===== config.mk =====
export PLATFORM = sky130hd
export DESIGN_NAME = ssetb_ctrl
export DESIGN_NICKNAME = d
export VERILOG_FILES = /design/src/rtl/ssetb_pkg.sv /design/src/rtl/ssetb_ctrl.sv
export SDC_FILE = /design/constraint.sdc
export NUM_CORES = 1
export LEC_CHECK = 0
export BUFFER_PORTS_ARGS = -buffer_cell sky130_fd_sc_hd__buf_4
export CAP_MARGIN = 5
export CORE_AREA = 2 2 39 41
export DETAILED_ROUTE_END_ITERATION = 12
export DIE_AREA = 0 0 41 43
export PLACE_DENSITY_LB_ADDON = 0.08
export SLEW_MARGIN = 20
export SYNTH_ARGS = -nofsm -noshare
export SYNTH_HDL_FRONTEND = slang
export SYNTH_SLANG_ARGS = --single-unit
export TNS_END_PERCENT = 30

===== constraint.sdc =====
create_clock -name aclk -period 1.1 [get_ports aclk]
set_input_delay 0.055 -clock aclk [delete_from_list [all_inputs] [get_ports aclk]]
set_output_delay 0.055 -clock aclk [all_outputs]
set_load 0.005 [all_outputs]

===== src/rtl/ssetb_pkg.sv =====
`default_nettype none

package ssetb_pkg;

    // Request kinds carried on s_tuser
    localparam logic [1:0] MODE_ADD    = 2'd0;
    localparam logic [1:0] MODE_REMOVE = 2'd1;
    localparam logic [1:0] MODE_QUERY  = 2'd2;

    localparam int unsigned VALUE_W = 32;
    localparam int unsigned COUNT_W = 7;

    // Commands from the controller to the datapath
    typedef struct packed {
        logic load;     // capture the request fields
        logic compare;  // run the per-entry comparators
        logic commit;   // update the table and load the result register
    } dp_cmd_t;

endpackage

`default_nettype wire


===== src/rtl/ssetb_ctrl.sv =====
`default_nettype none

module ssetb_ctrl (
    input  wire logic             aclk,
    input  wire logic             aresetn,
    input  wire logic             s_tvalid,
    output logic                  s_tready,
    output logic                  m_tvalid,
    input  wire logic             m_tready,
    output ssetb_pkg::dp_cmd_t    cmd
);
    import ssetb_pkg::*;

    localparam logic [1:0] ST_IDLE = 2'd0;
    localparam logic [1:0] ST_CMP  = 2'd1;
    localparam logic [1:0] ST_UPD  = 2'd2;

    logic [1:0] state_reg, state_next;
    logic       out_valid_reg, out_valid_next;
    logic       commit;
    logic       load;

    // Commit only when the result register is free or being drained
    assign commit   = (state_reg == ST_UPD) && (!out_valid_reg || m_tready);
    assign s_tready = (state_reg == ST_IDLE) || commit;
    assign load     = s_tvalid && s_tready;
    assign m_tvalid = out_valid_reg;

    assign cmd.load    = load;
    assign cmd.compare = (state_reg == ST_CMP);
    assign cmd.commit  = commit;

    always_comb begin
        state_next = state_reg;
        unique case (state_reg)
            ST_IDLE: begin
                if (load) begin
                    state_next = ST_CMP;
                end
            end
            ST_CMP: begin
                state_next = ST_UPD;
            end
            ST_UPD: begin
                if (commit) begin
                    state_next = load ? ST_CMP : ST_IDLE;
                end
            end
            default: begin
                state_next = ST_IDLE;
            end
        endcase
    end

    always_comb begin
        if (commit) begin
            out_valid_next = 1'b1;
        end else if (m_tready) begin
            out_valid_next = 1'b0;
        end else begin
            out_valid_next = out_valid_reg;
        end
    end

    always_ff @(posedge aclk) begin
        if (!aresetn) begin
            state_reg     <= ST_IDLE;
            out_valid_reg <= 1'b0;
        end else begin
            state_reg     <= state_next;
            out_valid_reg <= out_valid_next;
        end
    end

endmodule

`default_nettype wire


==> results of run 1 <==
==> through the flow <==
step / area, um^2 / worst slack (ns) / setup TNS [ns]
finish: 295.3 / -0.009077 / -0.01138
CTS: 285.3 / -0.03117 / -0.06484
detailed placement: 231.5 / 0.1321 / 0
floorplan: 173.9 / 0.1686 / 0
global route: 295.3 / -0.05562 / -0.1032
global placement: 231.5 / 0.1431 / 0
==> critical path: cells and delay by family (launching register included) <==
family | cells | cell delay, ns
flip-flops | 1 | 0.32
buffers and inverters | 1 | 0.13
AND/OR/NAND/NOR | 2 | 0.38
==> worst paths after layout <==
| kind | startpoint | endpoint | slack [ns] | depth (start not counted) |
|---|---|---|---|---|
| worst max-delay path | m_tvalid$_SDFFE_PN0P_ | cmd[2] | -0.009 | 3 |
| worst min-delay path | aresetn | state_reg[1]$_SDFFE_PN0P_ | 0.05 | 2 |
| worst max register to register | m_tvalid$_SDFFE_PN0P_ | state_reg[0]$_SDFFE_PN0P_ | 0.10 | 3 |
| worst min register to register | state_reg[0]$_SDFFE_PN0P_ | state_reg[0]$_SDFFE_PN0P_ | 0.47 | 1 |
==> routing by layer <==
layer | part of all wire (%) | global-route usage (%) | routed length [um] | up-vias
met3 | 16 | 3.665 | 64 | 0
met5 | 0 | 0 | 0 | -
met2 | 44 | 7.813 | 174 | 9
met1 | 40 | 6.369 | 158 | 74
met4 | 0 | 8.000 | 0 | 0
li1 | - | - | - | 78
==> cells by family after synthesis <==
| group | Yosys count | share of synthesized area [%] |
|---|---|---|
| simple gates | 9 | 43.89 |
| buf+inv | 3 | 12.95 |
| flops | 3 | 34.53 |
| compound gates | 2 | 8.636 |
==> power groups by stage <==
stage	Clock (mW)	Combinational, mW	Sequential (mW)
CTS	0.204	0.0477	0.120
global placement	0	0.0413	0.121
floorplan	0	0.0241	0.120
global route	0.211	0.0515	0.122
detailed placement	0	0.0412	0.122
finish	0.191	0.0466	0.121
==> area by class of cell <==
| type | instances | area (um^2) |
|---|---|---|
| clock buffer | 4 | 26.28 |
| fill | 154 | 1089 |
| multi-input combinational | 11 | 107.6 |
| sequential | 3 | 62.56 |
| tap | 16 | 20.02 |
| timing repair buffer | 10 | 78.83 |
==> repair_timing <==
action | 4_1_cts | 5_1_grt
hold buffers | 0 | 0
setup endpoints to repair | 2 | 4
buffers inserted | 1 | 1
resized for setup | 5 | 2
==> reports/metrics.cfg, run 1 <==
[power]
p_switching_mw=0.07450
p_int_mw=0.2840
ir_worst_vdd_mv=0.3326
p_clk_share_pct=53.4
seq_power_share_pct=33.7
powerDensity_nw_per_um2=1214
swShare_pct=20.78
pwr-share-comb_pct=13.0
finalPower_mw=0.3585
p_leak_nw=0.1374

[sta]
clock-skew-final_ns=0.002220
fmax_ghz=0.9017
fin_crit_ns=1.109
timing.final.crit_share_pct=100.8
drv_slew=0
worst_pin_slew_ns=0.1786
rsz0062_at_grt=yes
whs_ns=0.05353
finalHoldViolCount=0
finalSetupViolCount=2
timing.final.ws_setup_ns=-0.009077
max_slew_margin_pct=87.92

[final_layout]
largest_reg_flops=2
nets=33
final_cell_mix=buf_4, clkbuf_4, dfxtp_2
layout_commonest_cell=buf_4
drive_above_1_share_pct=75.00
synthToLayoutAreaGrowth_pct=69.78
fin_util_pct=21.34
n_antenna_cell=0
final_cells=44

[logic_synthesis]
synth.avg_cell_area_um2=10.23
ys_warn_count=0
synth_ff_type=dfxtp_1
synth_top_area_share_pct=34.53
syn_area_um2=173.9
synth.distinct_cells=12
synth_top_area_cell=dfxtp_1
synthCells=17
yosysSeqAreaShare_pct=34.53
synth.ff_latch_count=3
synth-edff-count=0
synthTopCellsByArea=dfxtp_1, buf_4, nor4bb_2
async_reset_ff_share_pct=0
synthesis.nets=21
synth_common_cells=buf_4, dfxtp_1, nor2b_1

[grt]
first_global_vias=173
grt_first_pass_wirelength_um=683
grt_use_total_pct=6.406
grt_max_degree=7
grt-ovfl-total=0
antenna_found_initial=0

[clocking]
cts_tree=done
cts_buffer_depth=2
clk_latency_ns=0.23
cts_htree_levels=1
cts_inserted_buffers=3
cts_root_buf=clkbuf_4
clk_pin_slew_ns=0.04
cts.sinks=3

[setup_path]
end_kind=output port
cpPeakStageDelay_ns=0.32
cp.arrival_ns=1.05
path_class=reg -> out
crit_slowest_cell=dfxtp_2
cp-start-kind=flip-flop
worstPathMaxFanout=4
path_cells=and3b_2, nor3b_2, buf_4
cp_data_required_time_ns=1.04

[placement]
place_congestion=0.5556
placed_cells=38
port_buffers=8

[floorplanning]
core_area_um2=1384
num_io_pins=9
die_height_um=43
dieArea_um2=1763
start_util_pct=12.57
dieWidth_um=41
rows=14

[status]
violations=setup timing
status=complete, but fails checks

[route]
drt_pre_antenna_iters=2
routed_wl_um=397
via_per_inst=3.659
drtIter0Drc=1
avgRoutedWirePerCell_um=9.023
ant_nets=0
drc_errors=0
dr_total_vias=161

[run]
drv_cap=0

[hold_path]
worst_hold_path_type=in -> reg

Note: power is estimated with default switching activity, not from simulation.
==> run 2: changes to the inputs <==
MAX_ROUTING_LAYER = met4   (was unset)
PLACE_DENSITY_LB_ADDON = unset   (was 0.08)
==> run 2 against run 1 <==
  * The flow still finishes with violations (setup timing)
  * Global-route usage decreased by 0.14 points
  * Sequential share of layout area increased by 2.2 points
  * Clock power about the same
  * First-iteration DRC count increased to 4.0 times the previous value
  * Final area decreased by 9.3%
  * Clock skew decreased by 0.0012 ns
  * Non-clock buffer count decreased by 2
  * Cell count decreased by 4.5%
  * Via count decreased by 8.1%
  * Critical path type unchanged
  * Critical endpoint unchanged
  * Largest cell class unchanged
==> reports/metrics.cfg, run 2 (synthesis gave the netlist of run 1 again) <==
[status]
status=complete, but fails checks
violations=setup timing

[clocking]
cts.sinks=3  ; unchanged
postCtsSetupBuffers=0  ; -1
cts_inserted_buffers=3  ; unchanged
clk_pin_slew_ns=0.04  ; about the same
cts_tree=done
cts_buffer_depth=2  ; unchanged
cts_htree_levels=1  ; unchanged
cts_root_buf=clkbuf_4
clk_latency_ns=0.23  ; about the same

[placement]
place_congestion=0.6635  ; +19%
port_buffers=8  ; unchanged

[setup_path]
cpPeakStageDelay_ns=0.32  ; about the same
r2r-end=state_reg[0]$_SDFFE_PN0P_
path_class=reg -> out
path_cells=and3b_1, nor3b_2, buf_4
cp-start-kind=flip-flop
reg2reg_from=m_tvalid$_SDFFE_PN0P_
worstPathMaxFanout=4  ; unchanged
cp_data_required_time_ns=1.04  ; about the same
end_kind=output port
crit_slowest_cell=dfxtp_2
reg2reg_slack_ns=0.21  ; +0.11 ns
worst_r2r_path_depth=2  ; -1
cp.arrival_ns=1.07  ; +0.02 ns

[run]
drv_cap=0  ; unchanged

[final_layout]
n_antenna_cell=0  ; unchanged
nets=31  ; -6.1%
synthToLayoutAreaGrowth_pct=53.96
layout_commonest_cell=buf_4
final_cell_mix=buf_4, clkbuf_4, nor2b_1, dfxtp_2
largest_reg_flops=2  ; unchanged
drive_above_1_share_pct=65.38  ; -9.6 points

[route]
avgRoutedWirePerCell_um=8.095  ; -10%
ant_nets=0  ; unchanged
dr_total_vias=148  ; -8.1%
drt_pre_antenna_iters=4  ; +2
via_per_inst=3.524  ; -3.7%
routed_wl_um=340  ; -14%
drtIter0Drc=4  ; +3
drc_errors=0  ; unchanged

[power]
pwr-share-comb_pct=11.8  ; -1.2 points
p_leak_nw=0.1175  ; -14%
powerDensity_nw_per_um2=1315  ; +8.3%
p_switching_mw=0.07166  ; -3.8%
ir_worst_vdd_mv=0.2694  ; -19%
p_clk_share_pct=54.0  ; +0.6 points
swShare_pct=20.35  ; -0.43 points
p_int_mw=0.2805  ; -1.2%
seq_power_share_pct=34.2  ; +0.5 points

[sta]
worst_pin_slew_ns=0.1821  ; +0.003505 ns
timing.final.ws_setup_ns=-0.02431  ; -0.01523 ns
drv_slew=0  ; unchanged
rsz0062_at_grt=yes
finalHoldViolCount=0  ; unchanged
fin_crit_ns=1.124  ; +0.01523 ns
whs_ns=0.05097  ; -0.002565 ns
fmax_ghz=0.8894  ; -1.4%
finalSetupViolCount=2  ; unchanged
clock-skew-final_ns=0.001059  ; -0.001161 ns
max_slew_margin_pct=87.68  ; -0.24 points
timing.final.crit_share_pct=102.2  ; +1.4 points
setup_tns_ns=-0.04809  ; -0.03671 ns

[grt]
grt_first_pass_wirelength_um=634  ; -7.2%
grt_use_total_pct=6.263  ; -0.14 points
grt-ovfl-total=0  ; unchanged
antenna_found_initial=0  ; unchanged
first_global_vias=164  ; -5.2%
grt_max_degree=7  ; unchanged

[floorplanning]
dieArea_um2=1763  ; unchanged
num_io_pins=9  ; unchanged
dieWidth_um=41  ; unchanged
core_area_um2=1384  ; unchanged
rows=14  ; unchanged
die_height_um=43  ; unchanged
start_util_pct=12.57  ; unchanged

[hold_path]
hold_depth=2  ; unchanged
worst_hold_path_type=in -> reg
hold_path_end=state_reg[1]$_SDFFE_PN0P_
hp-start=aresetn

[run 2: changes by cell type in the layout (fill, tap and decap cells not counted), sizes merged]
| cell | delta |
|---|---|
| buf | -2 |
[run 2: stage by stage]
step	util [%]	setup WS (ns)	instance area (um^2)	power [mW]	cells
floorplan	-	0.1686	173.9	0.1441	17
finish	19.35	-0.02431	267.8	0.3522	42
CTS	19.26	-0.03185	266.5	0.3666	42
global placement	16.73	0.1509	231.5	0.1611	38
global route	19.35	-0.1052	267.8	0.3895	42
detailed placement	16.73	0.1619	231.5	0.1614	38
[run 2: repair_timing]
action	CTS	global route
pin swaps	0	0
hold buffers	0	0
endpoints found under the setup margin	2	4
gates resized for setup	3	1
[run 2: worst max-delay path: cells and delay by family (launching register included)]
kind,cells,cell delay [ns]
flops,1,0.32
buf+inv,1,0.13
simple gates,2,0.39
[run 2: worst max path at each step]
stage / from / to / slack, ns / cells after the start
floorplan: m_tvalid$_SDFFE_PN0P_ / cmd[0] / 0.17 / 3
detailed placement: m_tvalid$_SDFFE_PN0P_ / cmd[0] / 0.16 / 3
CTS: m_tvalid$_SDFFE_PN0P_ / cmd[0] / -0.03 / 3
global placement: m_tvalid$_SDFFE_PN0P_ / cmd[0] / 0.15 / 3
global route: state_reg[1]$_SDFFE_PN0P_ / cmd[2] / -0.11 / 3
finish: m_tvalid$_SDFFE_PN0P_ / cmd[2] / -0.02 / 3
[run 2: area by class of cell]
| cell class | count | area, um^2 |
|---|---|---|
| Multi-Input combinational cell | 11 | 98.84 |
| Tap cell | 16 | 20.02 |
| Sequential cell | 3 | 62.56 |
| Fill cell | 160 | 1116 |
| Timing Repair Buffer | 8 | 60.06 |
| Clock buffer | 4 | 26.28 |
[run 2: layer usage]
metal	global-route usage [%]	part of all wire, %	vias to the layer above	routed length (um)
li1	-	-	74	-
met4	10.00	0	0	0
met5	-	0	-	0
met2	5.938	40	8	137
met3	1.571	10	0	35
met1	7.668	49	66	167
[run 2: power groups by stage]
| stage | registers, mW | logic, mW | clock network (mW) |
|---|---|---|---|
| 3_5_place_dp | 0.121 | 0.0404 | 0 |
| 3_3_place_gp | 0.121 | 0.0402 | 0 |
| 4_1_cts | 0.120 | 0.0421 | 0.205 |
| 5_1_grt | 0.122 | 0.0460 | 0.221 |
| 6_report | 0.121 | 0.0415 | 0.190 |
| 2_1_floorplan | 0.120 | 0.0241 | 0 |
==> run 3: changes to the inputs <==
--- a/config.mk
+++ b/config.mk
@@ -11,4 +11,5 @@
 export DETAILED_ROUTE_END_ITERATION = 12
 export DIE_AREA = 0 0 41 43
+export GPL_TIMING_DRIVEN = 0
 export MAX_ROUTING_LAYER = met4
 export SLEW_MARGIN = 20
==> constraint.sdc (replaced) <==
create_clock -name aclk -period 1.1 [get_ports aclk]
set_input_delay 0 -clock aclk [delete_from_list [all_inputs] [get_ports aclk]]
set_output_delay 0 -clock aclk [all_outputs]
set_load 0.005 [all_outputs]
==> run 3 against run 2 <==
  * The run now ends clean
  * Clock power increased by 3%
  * Combinational power rose by 17%
  * Power rose by 3.3%
==> reports/metrics.cfg, run 3 (synthesis gave the netlist of run 1 again) <==
[final_layout]
multi_input_area_um2=100.1  ; +1.3%
n_antenna_cell=0  ; unchanged
nets=34  ; +9.7%
final_cell_mix=buf_4, clkbuf_4, nor2b_1, dfxtp_2
drive_above_1_share_pct=68.97  ; +3.6 points
design_area_um2=297.8  ; +11%
fillCellCount=155  ; -3.1%
largest_reg_flops=2  ; unchanged
fin_util_pct=21.52  ; +2.2 points
regArea_um2=62.56  ; unchanged
final_cells=45  ; +7.1%
synthToLayoutAreaGrowth_pct=71.22
layout_commonest_cell=buf_4

[grt]
grt-ovfl-total=0  ; unchanged
grt_max_degree=7  ; unchanged
grt_first_pass_wirelength_um=662  ; +4.4%
gr-usage-met2_pct=6.875  ; +0.94 points
grt_use_total_pct=6.598  ; +0.34 points
antenna_found_initial=0  ; unchanged
use_met1_pct=6.796  ; -0.87 points
first_global_vias=182  ; +11%
grt-busiest-layer=met4
grt_util_met3_pct=3.141  ; +1.6 points

[placement]
placed_area_um2=254.0  ; +9.7%
placed_cells=41  ; +7.9%
place_congestion=0.6677  ; +0.63%
port_buffers=8  ; unchanged

[sta]
fmax_ghz=0.9139  ; +2.8%
setup_tns_ns=0  ; +0.04809 ns
finalHoldViolCount=0  ; unchanged
timing.final.crit_share_pct=99.47  ; -2.7 points
worst_pin_slew_ns=0.2006  ; +0.01844 ns
clock-skew-final_ns=0.003092  ; +0.002032 ns
finalSetupViolCount=0  ; -2
fin_crit_ns=1.094  ; -0.03016 ns
rsz0062_at_grt=yes
max_slew_margin_pct=86.44  ; -1.2 points
drv_slew=0  ; unchanged

[floorplanning]
die_height_um=43  ; unchanged
start_util_pct=12.57  ; unchanged
num_io_pins=9  ; unchanged
rows=14  ; unchanged
dieArea_um2=1763  ; unchanged
core_area_um2=1384  ; unchanged
dieWidth_um=41  ; unchanged

[setup_path]
path_buf_inv=1  ; unchanged
end_kind=output port
crit_slowest_cell=dfxtp_2
cp.arrival_ns=1.09  ; +0.02 ns
path_cells=and3b_2, nor3b_2, buf_4
cpPeakStageDelay_ns=0.32  ; about the same
cp_data_required_time_ns=1.10  ; +0.06 ns
cp-start-kind=flip-flop
worstPathMaxFanout=4  ; unchanged
path_class=reg -> out
crit_family=simple AND/OR/NAND/NOR gates

[clocking]
clk_latency_ns=0.23  ; about the same
cts_buffer_depth=2  ; unchanged
cts_root_buf=clkbuf_4
cts_htree_levels=1  ; unchanged
cts_tree=done
clk_pin_slew_ns=0.04  ; about the same
cts.sinks=3  ; unchanged
cts_inserted_buffers=3  ; unchanged

[power]
p_leak_nw=0.1326  ; +13%
ir_worst_vdd_mv=0.2365  ; -12%
powerDensity_nw_per_um2=1221  ; -7.1%

[route]
drc_errors=0  ; unchanged
avgRoutedWirePerCell_um=8.022  ; -0.90%
ant_nets=0  ; unchanged
via_per_inst=3.600  ; +2.2%
drt_pre_antenna_iters=2  ; -2
drtIter0Drc=3  ; -1
routed_wl_um=361  ; +6.2%
dr_total_vias=162  ; +9.5%

[hold_path]
worst_hold_path_type=in -> reg

[run]
drv_cap=0  ; unchanged

[status]
status=completed

## run 3: cell types whose count changed in the layout (fill, tap and decap cells not counted), sizes merged
cell and delta:
dlygate4sd3 +1, buf +2
## run 3: final timing paths
check             cells after the start                         to  slack [ns]                      start
setup / recovery                      3                     cmd[2]       0.006      m_tvalid$_SDFFE_PN0P_
hold / removal                        3      m_tvalid$_SDFFE_PN0P_        0.07                   m_tready
setup reg to reg                      3  state_reg[0]$_SDFFE_PN0P_        0.07      m_tvalid$_SDFFE_PN0P_
hold reg to reg                       1  state_reg[0]$_SDFFE_PN0P_        0.47  state_reg[0]$_SDFFE_PN0P_
## run 3: cell type report
class	instances	share of cell area, %
repair buffers	10	27.31
well taps	16	6.723
plain buffers	1	2.521
multi-input cells	11	33.61
clock buffers	4	8.824
flip-flops and latches	3	21.01
## run 3: timing repair
item                       in CTS  in global routing
setup buffers                   0                  1
hold endpoints to repair        1                  0
hold buffers                    1                  0
pin swaps                       0                  1
resized for setup               4                  2
setup endpoints to repair       2                  4
## run 3: power breakdown
group	switching [mW]	internal (mW)
combinational	0.0132	0.0352
sequential	0.00547	0.115
clock	0.0588	0.136
## run 3: worst register-to-register path: cells and delay by family, from the launching register on
kind | cells | cell delay (ns)
buffers and inverters | 1 | 0.14
AND/OR/NAND/NOR | 2 | 0.47
flip-flops | 1 | 0.32
## run 3: per-stage QoR
step	setup slack [ns]	hold slack (ns)	power, mW
global placement	0.09009	0.2271	0.1693
global route	-0.06408	0.06987	0.3888
CTS	-0.06385	0.05926	0.3767
finish	0.005845	0.06562	0.3637
floorplan	0.2236	0.1175	0.1441
detailed placement	0.08808	0.2261	0.1697
## run 3: metal layers
metal	part of all wire, %	up-vias
li1	-	80
met1	43	74
met2	48	8
met3	8.3	0
met4	0	0
met5	0	-
